File: src/rtl/snfce_pkg.sv
// Types, codes and constants of the SPI NOR flash command engine.
// No dependencies.
`timescale 1ns / 1ps
`default_nettype none
package snfce_pkg;

  localparam int unsigned PAGE_BYTES_DEF = 256;

  typedef enum logic [1:0] {
    REQ_TICK = 2'd0,
    REQ_CMD  = 2'd1,
    REQ_LOAD = 2'd2,
    REQ_NONE = 2'd3
  } req_e;

  typedef enum logic [2:0] {
    OP_READ  = 3'd0,
    OP_PROG  = 3'd1,
    OP_ERASE = 3'd2,
    OP_WREN  = 3'd3,
    OP_PDOWN = 3'd4,
    OP_WAKE  = 3'd5,
    OP_ID    = 3'd6,
    OP_BAD   = 3'd7
  } op_e;

  localparam logic [1:0] CFG_WAKE  = 2'd0;
  localparam logic [1:0] CFG_MAKER = 2'd1;
  localparam logic [1:0] CFG_PART  = 2'd2;

  localparam logic [15:0] WAKE_RST  = 16'd30;
  localparam logic [7:0]  MAKER_RST = 8'hEF;
  localparam logic [7:0]  PART_RST  = 8'h14;
  localparam logic [7:0]  CMD_STATUS = 8'h05;
  localparam logic [7:0]  BUSY_MASK  = 8'h01;

  typedef enum logic [5:0] {
    ST_IDLE  = 6'b000001,
    ST_POLL  = 6'b000010,
    ST_MAIN  = 6'b000100,
    ST_GPOLL = 6'b001000,
    ST_GMAIN = 6'b010000,
    ST_WAIT  = 6'b100000
  } seq_e;

  typedef struct packed {
    logic [1:0]  req_type;
    logic [2:0]  op_code;
    logic [23:0] flash_address;
    logic [8:0]  byte_count;
    logic [7:0]  load_byte;
    logic        miso_bit;
  } in_t;

  typedef struct packed {
    logic       chip_select_n;
    logic       serial_clock;
    logic       serial_out;
    logic [7:0] read_byte;
    logic       read_valid;
    logic       read_last;
    logic       ready_res;
    logic       id_mismatch;
    logic       cmd_rejected;
  } out_t;

  // Classified queue entry.
  typedef struct packed {
    logic is_tick;
    logic is_cmd;
    logic is_load;
    logic op_ok;
    in_t  item;
  } qitem_t;

  function automatic logic [7:0] op_byte(input logic [2:0] op);
    logic [7:0] b;
    case (op)
      OP_READ:  b = 8'h0B;
      OP_PROG:  b = 8'h02;
      OP_ERASE: b = 8'h20;
      OP_WREN:  b = 8'h06;
      OP_PDOWN: b = 8'hB9;
      OP_WAKE:  b = 8'hAB;
      OP_ID:    b = 8'h90;
      default:  b = 8'h00;
    endcase
    return b;
  endfunction

endpackage
`default_nettype wire

File: src/rtl/snfce_front.sv
// Front end: accepts input items, classifies them, holds them in a 2-entry queue.
// Depends on snfce_pkg.
`timescale 1ns / 1ps
`default_nettype none
module snfce_front (
  input  wire logic            clk_i,
  input  wire logic            rst_ni,
  input  wire logic            in_valid_i,
  output logic                 in_stall_o,
  input  wire snfce_pkg::in_t  in_data_i,
  input  wire logic            pop_i,
  output logic                 head_valid_o,
  output snfce_pkg::qitem_t    head_o
);

  snfce_pkg::qitem_t q_mem_q [2];
  logic       wr_ptr_q, rd_ptr_q;
  logic [1:0] cnt_q, cnt_d;
  logic       push, pop;
  snfce_pkg::qitem_t cls;

  always_comb begin
    cls.item    = in_data_i;
    cls.is_tick = (in_data_i.req_type == snfce_pkg::REQ_TICK);
    cls.is_cmd  = (in_data_i.req_type == snfce_pkg::REQ_CMD);
    cls.is_load = (in_data_i.req_type == snfce_pkg::REQ_LOAD);
    cls.op_ok   = (in_data_i.op_code != snfce_pkg::OP_BAD);
  end

  assign in_stall_o   = (cnt_q == 2'd2);
  assign head_valid_o = (cnt_q != 2'd0);
  assign head_o       = q_mem_q[rd_ptr_q];
  assign push         = in_valid_i && !in_stall_o;
  assign pop          = pop_i && head_valid_o;

  always_comb begin
    cnt_d = cnt_q;
    if (push && !pop) cnt_d = cnt_q + 2'd1;
    else if (pop && !push) cnt_d = cnt_q - 2'd1;
  end

  always_ff @(posedge clk_i or negedge rst_ni) begin
    if (!rst_ni) begin
      wr_ptr_q <= 1'b0;
      rd_ptr_q <= 1'b0;
      cnt_q    <= 2'd0;
    end else begin
      cnt_q <= cnt_d;
      if (push) wr_ptr_q <= ~wr_ptr_q;
      if (pop) rd_ptr_q <= ~rd_ptr_q;
    end
  end

  always_ff @(posedge clk_i) begin
    if (push) q_mem_q[wr_ptr_q] <= cls;
  end

endmodule
`default_nettype wire

File: src/rtl/snfce_back.sv
// Back end: command sequencer, serial phase engine, page buffer and result register.
// Depends on snfce_pkg.
`timescale 1ns / 1ps
`default_nettype none
module snfce_back #(
  parameter int unsigned PAGE_BYTES = snfce_pkg::PAGE_BYTES_DEF
) (
  input  wire logic              clk_i,
  input  wire logic              rst_ni,
  input  wire logic              cfg_we_i,
  input  wire logic [1:0]        cfg_idx_i,
  input  wire logic [15:0]       cfg_wdata_i,
  input  wire logic              head_valid_i,
  input  wire snfce_pkg::qitem_t head_i,
  output logic                   pop_o,
  output logic                   out_valid_o,
  input  wire logic              out_stall_i,
  output snfce_pkg::out_t        out_data_o
);

  localparam int unsigned AW  = (PAGE_BYTES > 1) ? $clog2(PAGE_BYTES) : 1;
  localparam int unsigned LPW = $clog2(PAGE_BYTES + 1);
  localparam int unsigned BIW = $clog2(PAGE_BYTES + 6);

  logic [15:0] wake_q;
  logic [7:0]  maker_q, part_q;

  snfce_pkg::seq_e st_q, st_d;
  logic [2:0]     op_q, op_d;
  logic [7:0]     tx_q, tx_d, rx_q, rx_d, rx_new;
  logic [2:0]     bit_q, bit_d;
  logic [BIW-1:0] bidx_q, bidx_d, bidx_inc, pdiff, total;
  logic [23:0]    addr_q, addr_d;
  logic [LPW-1:0] len_q, len_d, lp_q, lp_d;
  logic [15:0]    dly_q, dly_d;
  logic           mism_q, mism_d, busy_q, busy_d;
  logic           sclk_q, sclk_d, mosi_q, mosi_d, cs_q, cs_d;
  logic           rd_pend_q, rd_pend_d;
  logic           out_valid_q;
  snfce_pkg::out_t out_q, res;

  logic [7:0] page_q [PAGE_BYTES];
  logic [7:0] rdata_q;
  logic       can_go, in_page, need_rd, rd_en, wr_en;
  snfce_pkg::in_t it;

  assign it      = head_i.item;
  assign can_go  = head_valid_i && (!out_valid_q || !out_stall_i);
  assign pdiff   = bidx_q - BIW'(4);
  assign in_page = (bidx_q >= BIW'(4)) && (pdiff < BIW'(PAGE_BYTES));
  assign need_rd = head_valid_i && head_i.is_tick && (st_q == snfce_pkg::ST_MAIN) && sclk_q &&
                   (bit_q == 3'd0) && (op_q == snfce_pkg::OP_PROG) && in_page;
  // A tick that starts a page byte is held back while the registered buffer read is made.
  assign rd_en   = need_rd && !rd_pend_q;
  assign pop_o   = can_go && !rd_en;
  assign wr_en   = pop_o && head_i.is_load && (lp_q < LPW'(PAGE_BYTES));
  assign rx_new  = {rx_q[6:0], it.miso_bit};
  assign bidx_inc = bidx_q + BIW'(1);

  always_comb begin
    case (op_q)
      snfce_pkg::OP_READ:  total = BIW'(5) + BIW'(len_q);
      snfce_pkg::OP_PROG:  total = BIW'(4) + BIW'(len_q);
      snfce_pkg::OP_ERASE: total = BIW'(4);
      snfce_pkg::OP_WAKE:  total = BIW'(5);
      snfce_pkg::OP_ID:    total = BIW'(6);
      default:             total = BIW'(1);
    endcase
  end

  always_comb begin
    st_d = st_q; op_d = op_q; tx_d = tx_q; rx_d = rx_q; bit_d = bit_q;
    bidx_d = bidx_q; addr_d = addr_q; len_d = len_q; lp_d = lp_q; dly_d = dly_q;
    mism_d = mism_q; busy_d = busy_q; sclk_d = sclk_q; mosi_d = mosi_q; cs_d = cs_q;
    res = '0;
    if (head_i.is_cmd) begin
      if ((st_q != snfce_pkg::ST_IDLE) || !head_i.op_ok) begin
        res.cmd_rejected = 1'b1;
      end else begin
        op_d   = it.op_code;
        addr_d = it.flash_address;
        len_d  = (it.byte_count > 9'(PAGE_BYTES)) ? LPW'(PAGE_BYTES) : LPW'(it.byte_count);
        bidx_d = '0;
        bit_d  = '0;
        busy_d = 1'b0;
        if (it.op_code == snfce_pkg::OP_PROG) lp_d = '0;
        case (it.op_code) inside
          snfce_pkg::OP_READ, snfce_pkg::OP_PROG, snfce_pkg::OP_WREN,
          snfce_pkg::OP_PDOWN: st_d = snfce_pkg::ST_POLL;
          default:             st_d = snfce_pkg::ST_MAIN;
        endcase
      end
    end else if (head_i.is_load) begin
      if (wr_en) lp_d = lp_q + LPW'(1);
    end else if (head_i.is_tick) begin
      unique case (st_q)
        snfce_pkg::ST_POLL, snfce_pkg::ST_MAIN: begin
          if (sclk_q) begin
            if (bit_q == 3'd0) begin
              if (st_q == snfce_pkg::ST_POLL) begin
                tx_d = (bidx_q == '0) ? snfce_pkg::CMD_STATUS : 8'h00;
              end else if (bidx_q == '0) begin
                tx_d = snfce_pkg::op_byte(op_q);
              end else if (bidx_q <= BIW'(3)) begin
                if (op_q <= snfce_pkg::OP_ERASE) begin
                  case (bidx_q[1:0])
                    2'd1:    tx_d = addr_q[23:16];
                    2'd2:    tx_d = addr_q[15:8];
                    default: tx_d = addr_q[7:0];
                  endcase
                end else begin
                  tx_d = 8'h00;
                end
              end else begin
                tx_d = (op_q == snfce_pkg::OP_PROG && in_page) ? rdata_q : 8'h00;
              end
            end
            cs_d   = 1'b0;
            sclk_d = 1'b0;
            mosi_d = tx_d[7];
          end else begin
            sclk_d = 1'b1;
            rx_d   = rx_new;
            tx_d   = {tx_q[6:0], 1'b0};
            bit_d  = bit_q + 3'd1;
            if (bit_q == 3'd7) begin
              if (st_q == snfce_pkg::ST_POLL) begin
                if (bidx_q == BIW'(1)) busy_d = |(rx_new & snfce_pkg::BUSY_MASK);
                if (bidx_inc >= BIW'(2)) st_d = snfce_pkg::ST_GPOLL;
              end else begin
                if (op_q == snfce_pkg::OP_READ && bidx_q >= BIW'(5)) begin
                  res.read_valid = 1'b1;
                  res.read_byte  = rx_new;
                  res.read_last  = (bidx_inc == total);
                end else if (op_q == snfce_pkg::OP_ID) begin
                  if (bidx_q == BIW'(4)) mism_d = (rx_new != maker_q);
                  else if (bidx_q == BIW'(5) && rx_new != part_q) mism_d = 1'b1;
                end
                if (bidx_inc >= total) st_d = snfce_pkg::ST_GMAIN;
              end
              bidx_d = bidx_inc;
            end
          end
        end
        snfce_pkg::ST_GPOLL, snfce_pkg::ST_GMAIN: begin
          cs_d = 1'b1; sclk_d = 1'b1; mosi_d = 1'b1;
          bidx_d = '0; bit_d = '0;
          if (st_q == snfce_pkg::ST_GPOLL) begin
            st_d = busy_q ? snfce_pkg::ST_POLL : snfce_pkg::ST_MAIN;
          end else if (op_q == snfce_pkg::OP_WAKE && wake_q != 16'd0) begin
            dly_d = wake_q;
            st_d  = snfce_pkg::ST_WAIT;
          end else begin
            st_d = snfce_pkg::ST_IDLE;
          end
        end
        snfce_pkg::ST_WAIT: begin
          if (dly_q != 16'd0) dly_d = dly_q - 16'd1;
          if (dly_d == 16'd0) st_d = snfce_pkg::ST_IDLE;
        end
        default: ;
      endcase
    end
    res.chip_select_n = cs_d;
    res.serial_clock  = sclk_d;
    res.serial_out    = mosi_d;
    res.ready_res     = (st_d == snfce_pkg::ST_IDLE);
    res.id_mismatch   = mism_d;
  end

  always_comb begin
    rd_pend_d = rd_pend_q;
    if (pop_o) rd_pend_d = 1'b0;
    else if (rd_en) rd_pend_d = 1'b1;
  end

  always_ff @(posedge clk_i or negedge rst_ni) begin
    if (!rst_ni) begin
      wake_q <= snfce_pkg::WAKE_RST; maker_q <= snfce_pkg::MAKER_RST;
      part_q <= snfce_pkg::PART_RST;
      st_q <= snfce_pkg::ST_IDLE; op_q <= '0; tx_q <= '0; rx_q <= '0; bit_q <= '0;
      bidx_q <= '0; addr_q <= '0; len_q <= '0; lp_q <= '0; dly_q <= '0;
      mism_q <= 1'b0; busy_q <= 1'b0; sclk_q <= 1'b1; mosi_q <= 1'b1; cs_q <= 1'b1;
      rd_pend_q <= 1'b0; out_valid_q <= 1'b0;
    end else begin
      if (cfg_we_i) begin
        case (cfg_idx_i)
          snfce_pkg::CFG_WAKE:  wake_q  <= cfg_wdata_i;
          snfce_pkg::CFG_MAKER: maker_q <= cfg_wdata_i[7:0];
          snfce_pkg::CFG_PART:  part_q  <= cfg_wdata_i[7:0];
          default: ;
        endcase
      end
      rd_pend_q <= rd_pend_d;
      if (pop_o) begin
        st_q <= st_d; op_q <= op_d; tx_q <= tx_d; rx_q <= rx_d; bit_q <= bit_d;
        bidx_q <= bidx_d; addr_q <= addr_d; len_q <= len_d; lp_q <= lp_d; dly_q <= dly_d;
        mism_q <= mism_d; busy_q <= busy_d; sclk_q <= sclk_d; mosi_q <= mosi_d;
        cs_q <= cs_d;
        out_valid_q <= 1'b1;
      end else if (!out_stall_i) begin
        out_valid_q <= 1'b0;
      end
    end
  end

  always_ff @(posedge clk_i) begin
    if (pop_o) out_q <= res;
    if (wr_en) page_q[lp_q[AW-1:0]] <= it.load_byte;
    if (rd_en) rdata_q <= page_q[pdiff[AW-1:0]];
  end

  assign out_valid_o = out_valid_q;
  assign out_data_o  = out_q;

endmodule
`default_nettype wire

File: src/rtl/spi_nor_flash_command_engine_unit.sv
// SPI NOR flash command engine: one result per item, one item per cycle sustained while the output is not stalled.
// Each item is registered in the queue, then its result in the result register.
// A tick that starts a program data byte is held back while the page buffer is read.
// Reset (async, active low) idles the link high and restores register defaults;
// the page buffer is not cleared.
// Depends on snfce_pkg, snfce_front, snfce_back.
`timescale 1ns / 1ps
`default_nettype none
module spi_nor_flash_command_engine_unit #(
  parameter int unsigned PAGE_BYTES = snfce_pkg::PAGE_BYTES_DEF
) (
  input  wire logic            clk_i,
  input  wire logic            rst_ni,
  input  wire logic            cfg_we_i,
  input  wire logic [1:0]      cfg_idx_i,
  input  wire logic [15:0]     cfg_wdata_i,
  input  wire logic            in_valid_i,
  output logic                 in_stall_o,
  input  wire snfce_pkg::in_t  in_data_i,
  output logic                 out_valid_o,
  input  wire logic            out_stall_i,
  output snfce_pkg::out_t      out_data_o
);

  logic              head_valid, pop;
  snfce_pkg::qitem_t head;

  snfce_front u_front (
    .clk_i, .rst_ni, .in_valid_i, .in_stall_o, .in_data_i,
    .pop_i(pop), .head_valid_o(head_valid), .head_o(head)
  );

  snfce_back #(.PAGE_BYTES(PAGE_BYTES)) u_back (
    .clk_i, .rst_ni, .cfg_we_i, .cfg_idx_i, .cfg_wdata_i,
    .head_valid_i(head_valid), .head_i(head), .pop_o(pop),
    .out_valid_o, .out_stall_i, .out_data_o
  );

endmodule
`default_nettype wire

File: config.mk
export PLATFORM = sky130hd
export DESIGN_NAME = spi_nor_flash_command_engine_unit
export DESIGN_NICKNAME = d
export VERILOG_FILES = /design/src/rtl/snfce_pkg.sv /design/src/rtl/snfce_front.sv /design/src/rtl/snfce_back.sv /design/src/rtl/spi_nor_flash_command_engine_unit.sv
export SDC_FILE = /design/constraint.sdc
export NUM_CORES = 2
export LEC_CHECK = 0
export BUFFER_PORTS_ARGS = -buffer_cell sky130_fd_sc_hd__buf_2
export CORE_MARGIN = 2
export CORE_UTILIZATION = 45
export CTS_CLUSTER_SIZE = 12
export DETAILED_ROUTE_END_ITERATION = 10
export PLACE_DENSITY = 0.62
export SYNTH_ARGS = -nofsm -noshare
export SYNTH_HDL_FRONTEND = slang
export SYNTH_HIERARCHICAL = 1
export SYNTH_SLANG_ARGS = --single-unit
File: constraint.sdc
create_clock -name clk_i -period 7.6 [get_ports clk_i]
set_clock_uncertainty 0.05 [all_clocks]
set_input_delay 0 -clock clk_i [delete_from_list [all_inputs] [get_ports clk_i]]
set_output_delay 0 -clock clk_i [all_outputs]
set_load 0.02 [all_outputs]
==> results.sh <==
export IMPL_cts_root_buffer="clkbuf_16"
export IMPL_maxSlewHeadroom_pct=10.1
export IMPL_clk_latency_ns=0.87
export IMPL_die_w_um=458
export IMPL_dr_pass1_iters=6
export IMPL_antenna_found_initial=5
export IMPL_hpwl_um=136000
export IMPL_p_per_area_nw_per_um2=286
export IMPL_ff_latch_area_um2=68600
export IMPL_seqPwrFrac_pct=53.0
export IMPL_io_buffer_count=87
export IMPL_post_route_util_pct=51.1
export IMPL_hold_buffers=147
export IMPL_peakVddDrop_uv=265
export IMPL_critical_path_max_fanout=69
export IMPL_grt_pass1_vias=49200
export IMPL_synth_nets=5149
export IMPL_vias=49100
export IMPL_area_growth_pct=12.8
export IMPL_timing_fmax_mhz=186
export IMPL_gr_total_overflow=0
export IMPL_setup_tns_final_ns=0
export IMPL_routed_wirelength_um=234000
export IMPL_hold_violations=0
export IMPL_crit_path_end_kind="flop"
export IMPL_die_area_um2=209000
export IMPL_fill_cells=16100
export IMPL_slew_violations=0
export IMPL_clk_path_buf_depth=3
export IMPL_final_layout_size_suffix_gt1_share_pct=20.3
export IMPL_holdWs_ns=0.0500
export IMPL_place_ws_ns=2.28
export IMPL_die_y_um=458
export IMPL_drc=0
export IMPL_grt_pass1_wl_um=343000
export IMPL_power_leakage_uw=0.0325
export IMPL_rows=166
export IMPL_fin_ws_ns=2.24
export IMPL_grt_total_usage_pct=22.2
export IMPL_place_inst=7616
export IMPL_min_period_ns=5.36
export IMPL_cts_tree="yes"
export IMPL_outcome="finished, final reports clean"
export IMPL_cts_resized=0
export IMPL_rsz0062_at_grt="false"
export IMPL_switching_power_uw=7510
export IMPL_cts_buffers=230
export IMPL_drv_cap=0
export IMPL_grt_max_degree=178
export IMPL_route_detailed_wl_per_inst_um=28.7
export IMPL_routabilityCongestion=0.874
export IMPL_p_int_uw=22400
export IMPL_syn_area_um2=92600
export IMPL_yosys_warnings=6
export IMPL_setup_viol=0
export IMPL_multi_input_area_um2=22700
export IMPL_coreArea_um2=205000
export IMPL_switching_share_pct=25.1
export IMPL_fin_cells=8154
export IMPL_avgSynthCellArea_um2=18.3
export IMPL_fin_nets=5406
export IMPL_post_route_period_util_pct=70.6
export IMPL_drt_iter0_markers=5740
export IMPL_htree_num_levels=4
export IMPL_critPathKind="reg2reg"
export IMPL_drtAntennaViolNets=0
export IMPL_crit_required_ns=8.03
export IMPL_start_util_pct=45.3
export IMPL_p_comb_share_pct=11.8
export IMPL_cts_sinks=2307
export IMPL_worstSetupStartpointType="flop"
export IMPL_worstHoldPathType="in2reg"
export IMPL_cp_arrival_ns=5.79
export IMPL_viasPerCell=6.03
export IMPL_io_pins=88
export IMPL_tightest_slew_ns=1.34
export IMPL_netlist_instances=5050
export IMPL_cts_setup_buffers=0
export IMPL_r2r_slack_ns=2.24
export IMPL_path_clk_slew_ns=0.06
export IMPL_clkPwrFrac_pct=35.2
[registers in the layout, indices dropped and copies added, names as in the netlist, 2 cells and up]
name,count
u_back/addr_q,24
u_back/bidx_q,9
u_back/bit_q,3
u_back/dly_q,16
u_back/len_q,9
u_back/lp_q,9
u_back/maker_q,8
u_back/op_q,3
u_back/out_data_o,16
u_back/page_q,2048
u_back/part_q,8
u_back/rdata_q,8
u_back/rx_q,7
u_back/st_q,6
u_back/tx_q,8
u_back/wake_q,16
u_front/cnt_q,2
u_front/q_mem_q,98
[worst max-delay path: stages, from the launching register on]
cell and delay (ns):
dfrtp_4 0.57, inv_8 0.45, ha_1 0.37, a221o_1 0.20, a2111o_1 0.22, nand3_2 0.33, or4_2 1.11, buf_4 0.44
nand2b_1 0.47, nor2_1 0.67
[metrics by stage]
stage	power [µW]	cell area [µm²]
5_1_grt	30800	104000
3_5_place_dp	19600	96100
4_1_cts	30100	104000
3_3_place_gp	19500	96100
2_1_floorplan	17900	92600
6_report	29900	104000
[placed cells by master, fill, tap and decap left out, types with 66 or more instances in the layout]
| cell type | instances |
|---|---|
| clkbuf_16 | 232 |
| nor2_1 | 268 |
| clkbuf_1 | 66 |
| mux2_2 | 81 |
| a21oi_1 | 109 |
| dlygate4sd3_1 | 146 |
| dfrtp_1 | 116 |
| o21ai_0 | 111 |
| nand3_1 | 125 |
| buf_4 | 87 |
| o221ai_1 | 66 |
| buf_2 | 86 |
| mux4_2 | 440 |
| nand2_1 | 351 |
| nor3_1 | 118 |
| edfxtp_1 | 2170 |
| mux2i_1 | 206 |
[routing by layer]
layer | up-vias | global-route usage (%) | wire length (µm)
met5 | - | 0 | 12
met4 | 2 | 6.81 | 6320
met3 | 348 | 4.50 | 18900
met2 | 2070 | 34.6 | 110000
met1 | 25900 | 31.6 | 98200
li1 | 20800 | - | -
[final cells by class]
cell class                      instances  area share, %
Antenna cell                            9         0.0216
Clock buffer                          302           5.85
Clock inverter                         80          0.703
Inverter                               33          0.131
Multi-Input combinational cell       2403           21.7
Sequential cell                      2307           65.7
Tap cell                             2688           3.22
Timing Repair Buffer                  332           2.68
[power groups by stage]
stage	Sequential [µW]	Combinational [µW]	Clock, µW
after floorplan	16100	1830	0
after CTS	15800	3570	10700
final	15800	3520	10500
after global routing	15900	3750	11200
after detailed placement	16100	3490	0
after global placement	16100	3420	0
[worst paths after layout]
check / endpoint / cells after the start / start
setup / recovery: u_back/page_q[78][7]$_DFFE_PP_ / 9 / u_back/bidx_q[2]$_DFFE_PN0P_
hold / removal: u_front/q_mem_q[0][49]$_DFFE_PP_ / 3 / in_data_i[45]
setup reg to reg: u_back/page_q[78][7]$_DFFE_PP_ / 9 / u_back/bidx_q[2]$_DFFE_PN0P_
hold reg to reg: u_back/cs_q$_DFFE_PN1P_ / 2 / u_back/cs_q$_DFFE_PN1P_
max in group asynchronous: u_back/bidx_q[1]$_DFFE_PN0P_ / 4 / rst_ni
min in group asynchronous: u_back/wake_q[4]$_DFFE_PN1P_ / 3 / rst_ni
Note: power is estimated with default switching activity, not from simulation.
